==> src/rtl/core/hgl_pkg.sv <==
package hgl_pkg;

  // cube coordinate width, wide enough for every line on a 32 x 32 grid
  localparam int CUBE_W = 8;
  // hex distance width
  localparam int LEN_W = 6;
  // rounding remainder width, holds 0 .. 4n-1 and -2n during an update
  localparam int REM_W = 9;
  // scaled rounding error width
  localparam int ERR_W = 11;
  // jobs held between front and back
  localparam int QUEUE_DEPTH = 2;

  typedef logic signed [CUBE_W-1:0] cube_t;

  // one classified request: start cube, cube delta and hex distance
  typedef struct packed {
    cube_t            x;
    cube_t            y;
    cube_t            z;
    cube_t            dx;
    cube_t            dy;
    cube_t            dz;
    logic [LEN_W-1:0] len;
  } hgl_job_t;

  // running quotient and remainder of one rounded component
  typedef struct packed {
    cube_t                   quo;
    logic signed [REM_W-1:0] rem;
  } hgl_acc_t;

  typedef enum logic {
    WALK_IDLE,
    WALK_RUN
  } walk_state_e;

endpackage

==> src/rtl/core/hgl_front.sv <==
module hgl_front #(
  parameter int COORD_BITS = 5
) (
  input  logic [COORD_BITS-1:0] start_col_i,
  input  logic [COORD_BITS-1:0] start_row_i,
  input  logic [COORD_BITS-1:0] end_col_i,
  input  logic [COORD_BITS-1:0] end_row_i,
  output hgl_pkg::hgl_job_t     job_o
);
  import hgl_pkg::*;

  localparam int PAD_W = CUBE_W - COORD_BITS;

  function automatic logic [CUBE_W-1:0] mag(cube_t v);
    return v[CUBE_W-1] ? CUBE_W'(-v) : CUBE_W'(v);
  endfunction

  cube_t x1, y1, z1, x2, y2, z2;
  cube_t dx, dy, dz;
  logic [CUBE_W+1:0] dist_sum;

  // odd-q offset to cube: x = col, z = row - floor(col/2), y = -x - z
  always_comb begin
    x1 = $signed({{PAD_W{1'b0}}, start_col_i});
    z1 = $signed({{PAD_W{1'b0}}, start_row_i}) -
         $signed({{(PAD_W + 1){1'b0}}, start_col_i[COORD_BITS-1:1]});
    y1 = -(x1 + z1);
    x2 = $signed({{PAD_W{1'b0}}, end_col_i});
    z2 = $signed({{PAD_W{1'b0}}, end_row_i}) -
         $signed({{(PAD_W + 1){1'b0}}, end_col_i[COORD_BITS-1:1]});
    y2 = -(x2 + z2);
  end

  // deltas and hex distance (|dx| + |dy| + |dz|) / 2
  always_comb begin
    dx = x2 - x1;
    dy = y2 - y1;
    dz = z2 - z1;
    dist_sum = {2'b00, mag(dx)} + {2'b00, mag(dy)} + {2'b00, mag(dz)};
  end

  assign job_o = '{x: x1, y: y1, z: z1, dx: dx, dy: dy, dz: dz,
                   len: dist_sum[LEN_W:1]};

endmodule

==> src/rtl/core/hgl_queue.sv <==
module hgl_queue (
  input  logic              clk_i,
  input  logic              rst_ni,
  input  logic              push_valid_i,
  output logic              push_ready_o,
  input  hgl_pkg::hgl_job_t push_data_i,
  output logic              pop_valid_o,
  input  logic              pop_ready_i,
  output hgl_pkg::hgl_job_t pop_data_o
);
  import hgl_pkg::*;

  localparam int PTR_W = (QUEUE_DEPTH > 1) ? $clog2(QUEUE_DEPTH) : 1;
  localparam int CNT_W = $clog2(QUEUE_DEPTH + 1);

  hgl_job_t            entry_q [QUEUE_DEPTH];
  logic [PTR_W-1:0]    wr_ptr_q, wr_ptr_d, rd_ptr_q, rd_ptr_d;
  logic [CNT_W-1:0]    count_q, count_d;
  logic                push, pop;

  assign push_ready_o = count_q != CNT_W'(QUEUE_DEPTH);
  assign pop_valid_o  = count_q != '0;
  assign pop_data_o   = entry_q[rd_ptr_q];
  assign push         = push_valid_i && push_ready_o;
  assign pop          = pop_valid_o && pop_ready_i;

  // pointer and fill count update
  always_comb begin
    wr_ptr_d = wr_ptr_q;
    rd_ptr_d = rd_ptr_q;
    count_d  = count_q;
    if (push) begin
      wr_ptr_d = (wr_ptr_q == PTR_W'(QUEUE_DEPTH - 1)) ? '0 : wr_ptr_q + PTR_W'(1);
    end
    if (pop) begin
      rd_ptr_d = (rd_ptr_q == PTR_W'(QUEUE_DEPTH - 1)) ? '0 : rd_ptr_q + PTR_W'(1);
    end
    if (push && !pop) begin
      count_d = count_q + CNT_W'(1);
    end else if (pop && !push) begin
      count_d = count_q - CNT_W'(1);
    end
  end

  always_ff @(posedge clk_i or negedge rst_ni) begin
    if (!rst_ni) begin
      wr_ptr_q <= '0;
      rd_ptr_q <= '0;
      count_q  <= '0;
    end else begin
      wr_ptr_q <= wr_ptr_d;
      rd_ptr_q <= rd_ptr_d;
      count_q  <= count_d;
    end
  end

  // job storage
  always_ff @(posedge clk_i) begin
    if (push) begin
      entry_q[wr_ptr_q] <= push_data_i;
    end
  end

  a_count_bound: assert property (@(posedge clk_i) disable iff (!rst_ni)
    count_q <= CNT_W'(QUEUE_DEPTH))
    else $error("queue fill count beyond depth");

  a_pop_order: assert property (@(posedge clk_i) disable iff (!rst_ni)
    pop && !push |=> count_q == $past(count_q) - CNT_W'(1))
    else $error("queue count did not follow a lone pop");

endmodule

==> src/rtl/core/hgl_back.sv <==
module hgl_back #(
  parameter int COORD_BITS = 5
) (
  input  logic                  clk_i,
  input  logic                  rst_ni,
  input  logic                  pop_valid_i,
  output logic                  pop_ready_o,
  input  hgl_pkg::hgl_job_t     pop_data_i,
  output logic                  out_valid_o,
  input  logic                  out_ready_i,
  output logic [COORD_BITS-1:0] cell_col_o,
  output logic [COORD_BITS-1:0] cell_row_o,
  output logic                  last_o
);
  import hgl_pkg::*;

  // one step of floor((num + inc*i) / two_n) kept as quotient and remainder
  function automatic hgl_acc_t acc_step(hgl_acc_t a, logic signed [REM_W-1:0] inc,
                                        logic signed [REM_W-1:0] two_n);
    logic signed [REM_W-1:0] t;
    hgl_acc_t                r;
    t = a.rem + inc;
    r = '{quo: a.quo, rem: t};
    if (t >= two_n) begin
      r.rem = t - two_n;
      r.quo = a.quo + cube_t'(1);
    end else if (t < 0) begin
      r.rem = t + two_n;
      r.quo = a.quo - cube_t'(1);
    end
    return r;
  endfunction

  function automatic logic [ERR_W-1:0] mag(logic signed [ERR_W-1:0] v);
    return v[ERR_W-1] ? ERR_W'(-v) : ERR_W'(v);
  endfunction

  function automatic logic signed [ERR_W-1:0] widen(logic signed [REM_W-1:0] v);
    return $signed({{(ERR_W - REM_W){v[REM_W-1]}}, v});
  endfunction

  walk_state_e             state_q, state_d;
  hgl_job_t                job_q;
  logic [LEN_W-1:0]        step_q;
  hgl_acc_t                acc_x_q, acc_y_q, acc_z_q;
  logic                    out_valid_q, out_valid_d;
  logic [COORD_BITS-1:0]   col_q, row_q;
  logic                    last_q;

  logic                    advance, last_cell;
  logic signed [REM_W-1:0] n_s, two_n, init_n;
  logic signed [REM_W-1:0] inc_x, inc_y, inc_z;
  logic signed [ERR_W-1:0] ex_raw, ey_raw, ez_raw;
  logic [ERR_W-1:0]        ex, ey, ez;
  cube_t                   cx, cy, cz, fx, fz, row_full;

  // next state
  always_comb begin
    state_d = state_q;
    unique case (state_q)
      WALK_IDLE: if (pop_valid_i) state_d = WALK_RUN;
      WALK_RUN:  if (advance && last_cell) state_d = WALK_IDLE;
      default:   state_d = WALK_IDLE;
    endcase
  end

  // handshake outputs
  always_comb begin
    pop_ready_o = state_q == WALK_IDLE;
    advance     = (state_q == WALK_RUN) && (!out_valid_q || out_ready_i);
    out_valid_d = out_valid_q;
    if (advance) begin
      out_valid_d = 1'b1;
    end else if (out_ready_i) begin
      out_valid_d = 1'b0;
    end
  end

  assign last_cell = step_q == job_q.len;
  assign n_s       = $signed({{(REM_W - LEN_W){1'b0}}, job_q.len});
  assign two_n     = $signed({{(REM_W - LEN_W - 1){1'b0}}, job_q.len, 1'b0});
  assign init_n    = $signed({{(REM_W - LEN_W){1'b0}}, pop_data_i.len});
  assign inc_x     = $signed({job_q.dx, 1'b0});
  assign inc_y     = $signed({job_q.dy, 1'b0});
  assign inc_z     = -$signed({job_q.dz, 1'b0});

  // rounded components and their errors scaled by 8n, with the tie nudge
  always_comb begin
    cx = job_q.x + acc_x_q.quo;
    cy = job_q.y + acc_y_q.quo;
    cz = job_q.z - acc_z_q.quo;
    ex_raw = (widen(n_s - acc_x_q.rem) <<< 2) - ERR_W'(1);
    ey_raw = (widen(n_s - acc_y_q.rem) <<< 2) - ERR_W'(1);
    ez_raw = (widen(acc_z_q.rem - n_s) <<< 2) + ERR_W'(2);
    ex = mag(ex_raw);
    ey = mag(ey_raw);
    ez = mag(ez_raw);
  end

  // recompute the component with the largest error, then back to odd-q
  always_comb begin
    fx = cx;
    fz = cz;
    if (ex > ey && ex > ez) begin
      fx = -(cy + cz);
    end else if (ey > ez) begin
      fx = cx;
    end else begin
      fz = -(cx + cy);
    end
    row_full = fz + (fx >>> 1);
  end

  always_ff @(posedge clk_i or negedge rst_ni) begin
    if (!rst_ni) begin
      state_q     <= WALK_IDLE;
      out_valid_q <= 1'b0;
      step_q      <= '0;
      acc_x_q     <= '0;
      acc_y_q     <= '0;
      acc_z_q     <= '0;
    end else begin
      state_q     <= state_d;
      out_valid_q <= out_valid_d;
      if (pop_valid_i && pop_ready_o) begin
        step_q  <= '0;
        acc_x_q <= '{quo: '0, rem: init_n};
        acc_y_q <= '{quo: '0, rem: init_n};
        acc_z_q <= '{quo: '0, rem: init_n};
      end else if (advance && !last_cell) begin
        step_q  <= step_q + LEN_W'(1);
        acc_x_q <= acc_step(acc_x_q, inc_x, two_n);
        acc_y_q <= acc_step(acc_y_q, inc_y, two_n);
        acc_z_q <= acc_step(acc_z_q, inc_z, two_n);
      end
    end
  end

  // job and output beat registers
  always_ff @(posedge clk_i) begin
    if (pop_valid_i && pop_ready_o) begin
      job_q <= pop_data_i;
    end
    if (advance) begin
      col_q  <= fx[COORD_BITS-1:0];
      row_q  <= row_full[COORD_BITS-1:0];
      last_q <= last_cell;
    end
  end

  assign out_valid_o = out_valid_q;
  assign cell_col_o  = col_q;
  assign cell_row_o  = row_q;
  assign last_o      = last_q;

  a_step_bound: assert property (@(posedge clk_i) disable iff (!rst_ni)
    state_q == WALK_RUN |-> step_q <= job_q.len)
    else $error("step counter passed line length");

  a_rem_range: assert property (@(posedge clk_i) disable iff (!rst_ni)
    state_q == WALK_RUN |-> acc_x_q.rem >= 0 &&
      (acc_x_q.rem < two_n || job_q.len == '0))
    else $error("x remainder out of range");

  a_last_beat: assert property (@(posedge clk_i) disable iff (!rst_ni)
    advance && last_cell |=> state_q == WALK_IDLE && out_valid_q && last_o)
    else $error("final cell not flagged or walker still running");

endmodule

==> src/rtl/core/hex_grid_line_walker.sv <==
// hex line walker for odd-q offset grids
//
// input channel (in_valid_i / in_ready_o) takes one request beat: start and
// end cell as column and row. output channel (out_valid_o / out_ready_i)
// gives the n+1 cells of the line from start to end, one beat per cell, with
// last_o set on the end cell; n is the hex distance, a single cell when the
// two match.
// the front converts a request to cube coordinates and distance in the same
// cycle it is accepted and drops it into a two-entry job queue, so up to two
// requests are taken while the walker is still busy.
// the walker loads a job while idle, then gives one cell per cycle from
// running quotient/remainder accumulators unless the receiver stalls;
// a request passes the queue, job and output registers before its cells.
// when the receiver stalls, the held cell stays on the outputs, the walker
// pauses and the queue keeps filling until full, then in_ready_o drops.
// reset empties the queue and the output register; no request is kept.
module hex_grid_line_walker #(
  parameter int COORD_BITS = 5
) (
  input  logic                  clk_i,
  input  logic                  rst_ni,
  input  logic                  in_valid_i,
  output logic                  in_ready_o,
  input  logic [COORD_BITS-1:0] start_col_i,
  input  logic [COORD_BITS-1:0] start_row_i,
  input  logic [COORD_BITS-1:0] end_col_i,
  input  logic [COORD_BITS-1:0] end_row_i,
  output logic                  out_valid_o,
  input  logic                  out_ready_i,
  output logic [COORD_BITS-1:0] cell_col_o,
  output logic [COORD_BITS-1:0] cell_row_o,
  output logic                  last_o
);
  import hgl_pkg::*;

  hgl_job_t front_job, queue_job;
  logic     queue_valid, back_ready;

  // request classification
  hgl_front #(.COORD_BITS(COORD_BITS)) u_front (
    .start_col_i (start_col_i),
    .start_row_i (start_row_i),
    .end_col_i   (end_col_i),
    .end_row_i   (end_row_i),
    .job_o       (front_job)
  );

  // job queue between front and walker
  hgl_queue u_queue (
    .clk_i        (clk_i),
    .rst_ni       (rst_ni),
    .push_valid_i (in_valid_i),
    .push_ready_o (in_ready_o),
    .push_data_i  (front_job),
    .pop_valid_o  (queue_valid),
    .pop_ready_i  (back_ready),
    .pop_data_o   (queue_job)
  );

  // line walker
  hgl_back #(.COORD_BITS(COORD_BITS)) u_back (
    .clk_i       (clk_i),
    .rst_ni      (rst_ni),
    .pop_valid_i (queue_valid),
    .pop_ready_o (back_ready),
    .pop_data_i  (queue_job),
    .out_valid_o (out_valid_o),
    .out_ready_i (out_ready_i),
    .cell_col_o  (cell_col_o),
    .cell_row_o  (cell_row_o),
    .last_o      (last_o)
  );

endmodule

==> config.mk <==
export PLATFORM = sky130hd
export DESIGN_NAME = hex_grid_line_walker
export DESIGN_NICKNAME = d
export VERILOG_FILES = /design/src/rtl/core/hgl_pkg.sv /design/src/rtl/core/hgl_front.sv /design/src/rtl/core/hgl_queue.sv /design/src/rtl/core/hgl_back.sv /design/src/rtl/core/hex_grid_line_walker.sv
export SDC_FILE = /design/constraint.sdc
export NUM_CORES = 1
export LEC_CHECK = 0
export ABC_AREA = 1
export BUFFER_PORTS_ARGS = -buffer_cell sky130_fd_sc_hd__buf_4
export CELL_PAD_IN_SITES_DETAIL_PLACEMENT = 1
export CELL_PAD_IN_SITES_GLOBAL_PLACEMENT = 1
export CORE_UTILIZATION = 45
export DETAILED_ROUTE_END_ITERATION = 10
export GPL_TIMING_DRIVEN = 0
export PLACE_DENSITY = 0.72
export SYNTH_ARGS = -nofsm -noshare
export SYNTH_HDL_FRONTEND = slang
export SYNTH_SLANG_ARGS = --single-unit
==> constraint.sdc <==
create_clock -name clk_i -period 6.8 [get_ports clk_i]
set_input_delay 1.02 -clock clk_i [delete_from_list [all_inputs] [get_ports clk_i]]
set_output_delay 1.02 -clock clk_i [all_outputs]
set_load 0.05 [all_outputs]
# Yosys cells after proc, flatten, opt, wreduce, memory -nomap -nowiden
# Memory sizes are Yosys's and may differ from the RTL's.
# Index checks and enable logic that the tools add are counted.
[totals]
regBits = 122
mem_bits_rw = 102
n_memories = 1
[classes]
addsub = 52
n_lt_le_gt_ge = 9
n_eq_ne = 2
n_mux = 34
bitwise_logic = 1
reduce_logical = 23
[mem_list]
columns = ["memory", "depth", "width", "rd", "rd_ports_with_merged_regs", "wr", "line_no", "rtl"]
rows = [
  ["u_queue.entry_q", 2, 51, 1, 0, 1, "hgl_queue.sv:16", "hgl_job_t entry_q [QUEUE_DEPTH];"],
]
[op_table]
columns = ["operator", "n"]
rows = [
  ["two-way mux 17 bit", 12],
  ["> comparator 11 bit", 3],
  ["two-way mux 11 bit", 3],
  ["negator 11 bit", 3],
  ["adder 9 x 8 -> 9 bit", 3],
  ["adder 9 bit", 3],
  [">= comparator 9 x 8 -> 1 bit", 3],
  ["< comparator 9 x 1 -> 1 bit (second input constant)", 3],
  ["subtractor 9 x 8 -> 9 bit", 3],
  ["adder 8 x 2 -> 8 bit (second input constant)", 3],
  ["subtractor 8 x 2 -> 8 bit (second input constant)", 3],
  ["subtractor 11 x 2 -> 11 bit (second input constant)", 2],
  ["two-way mux 7 bit", 3],
  ["adder 6 bit", 3],
  ["two-way mux 6 bit", 3],
  ["subtractor 7 x 9 -> 9 bit", 2],
  ["negator 8 bit", 2],
  ["adder 6 x 6 -> 7 bit", 2],
  ["adder 7 bit", 2],
  ["negator 7 bit", 2],
  ["subtractor 5 x 4 -> 6 bit", 2],
  ["adder 11 x 3 -> 11 bit (second input constant)", 1],
  ["adder 5 bit", 2],
  ["two-way mux 5 bit", 2],
  ["25 further kinds", 51],
]

# Depth between registers and ports, before layout
# Gate-level depths: netlist of run 1.
[logic_depth]
ltp_word = 8
mapped_depth = 39

# Cells and area by module
# A second synthesis of run 1 with hierarchy kept.
[hier_totals]
cells_unflattened = 2049
hier_area_um2 = 17329.1
[by_module_without_submodules]
columns = ["module", "instances", "cells_per_inst", "area_each_um2", "seq_area_each_um2"]
rows = [
  ["hgl_back", 1, 1345, 10575.1, 3047.9],
  ["hgl_queue", 1, 310, 4172.8, 3343.2],
  ["hgl_front", 1, 394, 2581.2, 0.0],
]

# Worst setup path before layout of run 1
# No wires, ideal clock.
[synth_timing]
kind = "input port to flip-flop"
startpoint = "input start_col_i[3]"
endpoint = "memory u_queue.entry_q[0][5] (netlist name), data pin"
setup_ns = 0.264
arrival_time_ns = 6.689
t_required_ns = 6.536
setup_slack_ns = -0.153
cell_stages = 37
n_path_buf = 0
cell_sequence = "inv_1 > ha_1 > nand2_1 > nor2_1 > a211oi_1 > xor2_1 > inv_1 > ha_1 > or2_2 > nand2_1 > nand3b_1 > or2_2 > nand2_1 > ha_1 > ha_1 > inv_1 > o21ai_0 > a21o_1 > a21oi_1 > xor2_1 > inv_1 > nand2_1 > nand2_2 > inv_2 > nand2_1 > o21ai_0 > inv_1 > fa_1 > ha_1 > a21oi_1 > nand2_1 > a21o_1 > a21oi_1 > xnor2_1 > xor2_1 > xor2_1 > xor2_1"
[synth_lines]
columns = ["item", "line_no", "rtl"]
rows = [
  ["from (decl)", "hex_grid_line_walker.sv:24", "input logic [COORD_BITS-1:0] start_col_i,"],
  ["to (decl)", "hgl_queue.sv:16", ""],
]

==> results.env, run 1 <==
WORST_PIN_SLEW_NS=0.880
CTS_TREE='done'
GRT_MAX_DEGREE=56
COUNT_OF_BUFFERS_INSERTED_AT_THE_TOP_LEVEL_PORTS=36
WORST_PATH_MOST_REPEATED_CELL='ha_4'
CP_SLOWEST_STAGE_DELAY_NS=0.56
SYN-CELL-AREA_UM2=16000
REGISTER_AREA_UM2=5670
REMAINING_DRC_ERRORS=0
CTS.SINKS=198
DESIGN.FINAL.NETS=2226
FP.DIEH_UM=190
CRITICAL_PATH_PEAK_FANOUT=4
CLK_PIN_SLEW_NS=0.07
SYNTHARSTFLOPSHARE_PCT=27.8
GRT_SETUP_UNREPAIRED='true'
DRT-TOTAL-WL_UM=45100
CLOCK_LATENCY_REPORTED_FOR_THE_LATE_SIDE_OF_THE_WORST_SKEW_PAIR_NS=0.46
AREA.GROWTH.SYNTH_TO_FINAL_PCT=13.9
MAXCAPVIOLCOUNT=0
SETUP_WS_NS=0.0145
ANTENNA-DIODE-COUNT=0
TIMING.FINAL.HOLD_VIOLATIONS=0
FINAL-SETUP-VIOL-COUNT=0
CP_DATA_ARRIVAL_TIME_NS=7.05
FILLER_CELL_COUNT=4128
GRT_FIRST_PASS_WIRELENGTH_UM=71000
MIN_PERIOD_OVER_PERIOD_PCT=99.8
NETLIST_INSTANCES=1880
LAYOUT-DRIVE-GT1-SHARE_PCT=12.3
EFFECTIVE_UTILIZATION_AT_FLOORPLAN_PCT=46.0
HOLD_PATH_CLASS='reg -> reg'
CLOCK_SKEW_NS=0.0116
FP.DIEW_UM=190
CTS_HTREE_LEVELS=4
SYNTH_CELL_TYPE_COUNT=53
FINAL_CELLS=2442
GRT_OVERFLOW_TOTAL=0
DR_VIAS=12800
SYNTH-SEQ-CELLS=198
SYNTHESIS.YOSYS.WARNINGS=0
ROWS=68
INITIALDRTVIOLATIONCOUNT=524
CTS_BUFFERS=17
DP_HPWL_UM=35100
GLOBALPLACE.CONGESTION=0.909
SYNTH-SEQ-AREA-SHARE_PCT=35.5
SYNTH-EDFF-COUNT=143
MAX_FREQ_MHz=147
CRITICAL_PATH.SLOWEST_CELL='fa_1'
HOLDCRITSTARTPOINT='u_queue.count_q[0]'
GRT_PASS1_VIAS=13600
ANTENNA_FOUND_INITIAL=0
MULTI_INPUT_AREA_UM2=9550
CTSHOLDBUFFERS=0
POST_DRT_WL_PER_CELL_UM=18.5
FIN_CRIT_NS=6.79
CLOCK_TREE.ROOT_CELL='clkbuf_16'
WORST_R2R_STARTPOINT='u_back.job_q[0]'
SYN-MEAN-INSTANCE-AREA_UM2=8.50
FIRST_PASS_ITERS=5
PLACE_INST=2374
ANT_NETS=0
STARTPOINT_CLASS='input port'
CTS_MAX_PATH_BUFFERS=2
FLOORPLAN.DIE_AREA_UM2=36300
GLOBALROUTETOTALUTIL_PCT=25.4
PINS_OVER_SLEW_LIMIT=0
POST_DRT_VIA_CELL_RATIO=5.26
SYNTH.NET_COUNT=2132
PIN_COUNT=37
CRIT_REQUIRED_NS=7.06
CRITPATHCAPTURETYPE='flip-flop'
CORE_UM2=34700
POST-PLACE-WS_NS=-1.21
YS.FLOP_TYPE='edfxtp_1'
RESULT_OF_THE_RUN='complete, no violations'
SETUP.WORST_PATH.START='start_row_i[0]'
RELSLEWSLACK_PCT=41.4
TIMING_WORST_SETUP_PATH_TYPE='in -> reg'
stage by stage:
step | util [%] | setup TNS (ns) | hold slack, ns | cell area (µm²)
3_3_place_gp | 48.6 | -3.92 | 0.460 | 16900
6_report | 52.4 | 0 | 0.478 | 18200
5_1_grt | 52.4 | -0.448 | 0.513 | 18200
3_5_place_dp | 48.9 | -5.36 | 0.466 | 17000
4_1_cts | 51.5 | 0 | 0.480 | 17900
2_1_floorplan | - | 0 | 0.446 | 16000
cells by family after synthesis:
family          count (synthesis)  share of synthesized area, %
simple gates                  700                          19.0
buf+inv                       315                          7.49
compound gates                275                          9.72
fa+ha+maj                     228                          19.3
flops                         198                          35.5
xor+xnor                      164                          9.03
path summary, 6_finish.rpt:
check                                   endpoint  slack [ns]  depth (start not counted)
max in group asynchronous     u_back.out_valid_o        5.61                          1
max reg2reg                 u_back.cell_row_o[4]        0.83                         31
min reg2reg                   u_queue.count_q[0]        0.48                          1
max                        u_queue.entry_q[1][5]        0.01                         38
min in group asynchronous      u_back.acc_y_q[4]        0.63                          1
min                           u_queue.count_q[0]        0.48                          1
flip-flops by register name, summed over array words and instances (netlist names), 2 cells and up:
name	cells
u_back.job_q	30
u_back.inc_x	6
u_back.acc_y_q	14
u_back.cell_col_o	5
u_back.acc_z_q	15
u_queue.count_q	2
u_queue.entry_q	88
u_back.cell_row_o	5
u_back.inc_y	8
u_back.acc_x_q	14
u_back.step_q	6
per-layer routing:
metal	GRT usage, %	vias up	part of all wire [%]
met5	0	-	0
met2	45.2	150	50
met1	31.3	6284	45
li1	-	6359	-
met4	10.2	0	3.1
met3	2.34	53	2.1
critical path: cells and delay by family:
kind,cells,cell delay [ns]
and+or+nand+nor,10,1.25
buffers and inverters,7,0.44
xor gates and xnor gates,6,1.21
adders and majority gates,7,2.08
AOI/OAI and AO/OA,8,1.05
cell usage after synthesis, types with 6 or more instances:
| cell | instances | share of area (%) |
|---|---|---|
| nand2_2 | 25 | 0.98 |
| inv_1 | 276 | 6.5 |
| nand3_1 | 96 | 3.0 |
| o211ai_1 | 12 | 0.56 |
| clkbuf_1 | 17 | 0.40 |
| o21ai_1 | 10 | 0.31 |
| nor3_1 | 16 | 0.50 |
| nand3b_1 | 6 | 0.28 |
| o22ai_1 | 15 | 0.59 |
| nand4_1 | 15 | 0.59 |
| ha_1 | 197 | 15 |
| a21oi_1 | 108 | 3.4 |
| o21ai_0 | 81 | 2.5 |
| inv_2 | 13 | 0.31 |
| edfxtp_1 | 143 | 27 |
| a21o_1 | 8 | 0.38 |
| xor2_1 | 110 | 6.0 |
| nor2_1 | 94 | 2.2 |
| or2_2 | 13 | 0.51 |
| xnor2_1 | 53 | 2.9 |
| o21bai_1 | 19 | 0.89 |
| dfrtp_1 | 55 | 8.6 |
| nand2_1 | 414 | 9.7 |
| fa_1 | 31 | 3.9 |
what timing repair did:
item | in CTS | in global routing
setup buffers | 14 | 22
pin swaps | 27 | 38
resized for setup | 46 | 36
setup endpoints to repair | 4 | 2
cell usage in the layout (no fill, tap or decap), drive strengths merged, types with 12 or more instances in the layout:
| cell type | count |
|---|---|
| o22ai | 15 |
| nand2 | 442 |
| xnor2 | 54 |
| o211ai | 12 |
| ha | 197 |
| nand4 | 16 |
| nor2 | 98 |
| fa | 31 |
| buf | 83 |
| or2 | 14 |
| nand3 | 98 |
| xor2 | 110 |
| edfxtp | 143 |
| clkbuf | 36 |
| nor3 | 18 |
| a21oi | 110 |
| dfrtp | 55 |
| o21ai | 92 |
| o21bai | 19 |
| inv | 296 |
cell type report:
| cell class | count | share of cell area [%] |
|---|---|---|
| repair buffers | 75 | 3.45 |
| flip-flops and latches | 198 | 31.1 |
| multi-input cells | 1367 | 52.4 |
| plain buffers | 25 | 0.591 |
| well taps | 455 | 3.13 |
| clock buffers | 19 | 2.38 |
| inverters | 290 | 6.09 |
| clock inverters | 13 | 0.777 |
Power of run 1 is not shown: default switching activity piles up to over one toggle a cycle in this logic, so the estimate is an artifact.
==> run 2, diff against run 1 <==
clock period = 8.3 ns   (was 6.8 ns; I/O delays follow)
==> run 2 against run 1 <==
Worst setup slack better by 0.53 ns. Sequential cell count unchanged. Register-to-register slack better by 1.5 ns. Critical endpoint is now u_queue.entry_q[0][5].
==> results.env, run 2 (synthesis gave the netlist of run 1 again) <==
RESULT_OF_THE_RUN='complete, no violations'  # unchanged
CRIT_REQUIRED_NS=8.60  # was 7.06 ns
TIMING.CRITICAL_PATH.MAX_DELAY_FAMILY='adder cells'  # unchanged
RELSLEWSLACK_PCT=42.6  # was 41.4%
CORE_UM2=34700  # unchanged
DP_HPWL_UM=35900  # was 35100 µm
CTSHOLDBUFFERS=0  # unchanged
CTS.SINKS=198  # unchanged
FIN_CRIT_NS=7.76
WORST_PIN_SLEW_NS=0.852  # was 0.880 ns
TOP_LIBRARY_CELLS_BY_USAGE_IN_THE_LAYOUT_FILL_AND_TAPS_ASIDE='414 x nand2_1, 276 x inv_1, 197 x ha_1, 143 x edfxtp_1, 109 x xor2_1'  # was 408 x nand2_1, 264 x inv_1, 179 x ha_1, 143 x edfxtp_1, 106 x xor2_1
POST_DRT_WL_PER_CELL_UM=18.5  # about the same
DR_VIAS=12700  # was 12800
FP.DIEH_UM=190  # unchanged
GRT_PASS1_VIAS=13400  # was 13600
MIN_PERIOD_OVER_PERIOD_PCT=93.5
GRT_OVERFLOW_TOTAL=0  # unchanged
ROWS=68  # unchanged
CTS_TREE='done'  # unchanged
STARTPOINT_CLASS='input port'  # unchanged
GRT_MAX_DEGREE=56  # unchanged
LARGEST_REG_FLOPS=88  # unchanged
LARGESTREGISTERS='u_queue.entry_q (88), u_back.job_q (30), u_back.acc_z_q (15)'  # unchanged
FIRST_PASS_ITERS=5  # unchanged
WORST_R2R_STARTPOINT='u_back.job_q[0]'  # unchanged
POST_DRT_VIA_CELL_RATIO=5.29  # was 5.26
RR_ENDPOINT='u_back.cell_row_o[4]'  # unchanged
ANTENNA-DIODE-COUNT=0  # unchanged
TIMING.FINAL.HOLD_VIOLATIONS=0  # unchanged
CLOCK_LATENCY_REPORTED_FOR_THE_LATE_SIDE_OF_THE_WORST_SKEW_PAIR_NS=0.47  # was 0.46 ns
CP_SLOWEST_STAGE_DELAY_NS=0.48  # was 0.56 ns
WORSTHOLDENDPOINT='u_queue.count_q[0]'  # unchanged
FP.DIEW_UM=190  # unchanged
REGISTER_AREA_UM2=5670  # unchanged
ANT_NETS=0  # unchanged
FINAL-SETUP-VIOL-COUNT=0  # unchanged
COUNT_OF_BUFFERS_INSERTED_AT_THE_TOP_LEVEL_PORTS=36  # unchanged
EFFECTIVE_UTILIZATION_AT_FLOORPLAN_PCT=46.0  # unchanged
CTS_MAX_PATH_BUFFERS=2  # unchanged
TIMING_WORST_SETUP_PATH_TYPE='in -> reg'  # unchanged
CRITICAL_PATH_PEAK_FANOUT=7  # was 4
REMAINING_DRC_ERRORS=0  # unchanged
TIMING.CRITICAL_PATH.BUF_INV=7  # unchanged
CRITICAL_PATH.SLOWEST_CELL='fa_1'  # unchanged
REGTOREGSETUPSLACK_NS=2.29  # was 0.83 ns
LOGIC_DEPTH_OF_THE_WORST_REGISTER_TO_REGISTER_PATH=31  # unchanged
LAYOUT.CELLS.MOST_COMMON='nand2_1'  # unchanged
GLOBALPLACE.CONGESTION=0.909  # about the same
GLOBALROUTETOTALUTIL_PCT=25.5  # was 25.4%
MAX_FREQ_MHz=129
MAXCAPVIOLCOUNT=0  # unchanged
CRITPATHCAPTURETYPE='flip-flop'  # unchanged
CTS_HTREE_LEVELS=4  # unchanged
INITIALDRTVIOLATIONCOUNT=542  # was 524
HOLD_DEPTH=1  # unchanged
CTS_BUFFERS=17  # unchanged
DESIGN.FINAL.NETS=2191  # was 2226
HOLD_WS_NS=0.489  # was 0.478 ns
DRT-TOTAL-WL_UM=44600  # was 45100 µm
ANTENNA_FOUND_INITIAL=0  # unchanged
HOLDCRITSTARTPOINT='u_queue.count_q[0]'  # unchanged
MULTI_INPUT_AREA_UM2=9140  # was 9550 µm²
CLOCK_SKEW_NS=0.0179  # was 0.0116 ns
AREA.GROWTH.SYNTH_TO_FINAL_PCT=9.50  # was 13.9%
PIN_COUNT=37  # unchanged
LAYOUT-DRIVE-GT1-SHARE_PCT=7.68  # was 12.3%
FILLER_CELL_COUNT=4173  # was 4128
LARGEST_REGISTER_BY_FLOP_COUNT='u_queue.entry_q'  # unchanged
FLOORPLAN.DIE_AREA_UM2=36300  # unchanged
PINS_OVER_SLEW_LIMIT=0  # unchanged
CP_DATA_ARRIVAL_TIME_NS=8.05  # was 7.05 ns
CLK_PIN_SLEW_NS=0.07  # about the same
CLOCK_TREE.ROOT_CELL='clkbuf_16'  # unchanged
GRT_FIRST_PASS_WIRELENGTH_UM=70700  # was 71000 µm
WORST_PATH_MOST_REPEATED_CELL='nand2_1'  # was ha_4
HOLD_PATH_CLASS='reg -> reg'  # unchanged
[run 2: changes by cell type in the layout (fill, tap and decap cells not counted), sizes merged]
cell	delta
clkinvlp	+1
inv	+2
clkbuf	-2
buf	-35
clkinv	-1
[run 2: per-layer routing]
layer / vias to the layer above / routed length [µm] / track usage [%] / share of wire [%]
met5: - / 0 / 0 / 0
met4: 0 / 1390 / 10.0 / 3.1
met3: 64 / 937 / 2.43 / 2.1
met2: 147 / 22400 / 45.4 / 50
met1: 6228 / 19900 / 31.5 / 45
li1: 6297 / - / - / -
[run 2: layout make-up]
type | count | area share, %
tap | 455 | 3.25
inverter | 290 | 6.23
timing repair buffer | 40 | 1.93
buffer | 25 | 0.615
clock inverter | 15 | 0.901
sequential | 198 | 32.4
multi-input combinational | 1367 | 52.2
clock buffer | 17 | 2.43
[run 2: stage by stage]
step / instance area, µm² / cells / utilization (%) / setup WS [ns] / TNS, ns
global placement: 16800 / 2371 / 48.5 / 0.0361 / 0
floorplan: 16000 / 1880 / - / 1.12 / 0
global route: 17500 / 2407 / 50.4 / -0.0283 / -0.0565
CTS: 17500 / 2406 / 50.4 / 0.301 / 0
finish: 17500 / 2407 / 50.4 / 0.544 / 0
detailed placement: 16900 / 2374 / 48.7 / -0.160 / -0.320
[run 2: worst max-delay path by stage]
stage / startpoint / to / slack [ns] / cells past startpoint
2_1_floorplan: start_col_i[3] / u_queue.entry_q[0][5] / 1.12 / 37
3_3_place_gp: start_col_i[2] / u_queue.entry_q[0][5] / 0.04 / 38
3_5_place_dp: start_col_i[2] / u_queue.entry_q[0][5] / -0.16 / 38
4_1_cts: start_col_i[2] / u_queue.entry_q[0][5] / 0.30 / 38
5_1_grt: start_col_i[3] / u_queue.entry_q[0][5] / -0.03 / 40
6_report: start_row_i[0] / u_queue.entry_q[0][5] / 0.54 / 38
[run 2: what timing repair did]
action,CTS,global route
setup buffers,0,1
setup endpoints to repair,0,2
gates resized for setup,0,2
hold endpoints to repair,0,0
Power of run 2 is left out for the same reason.
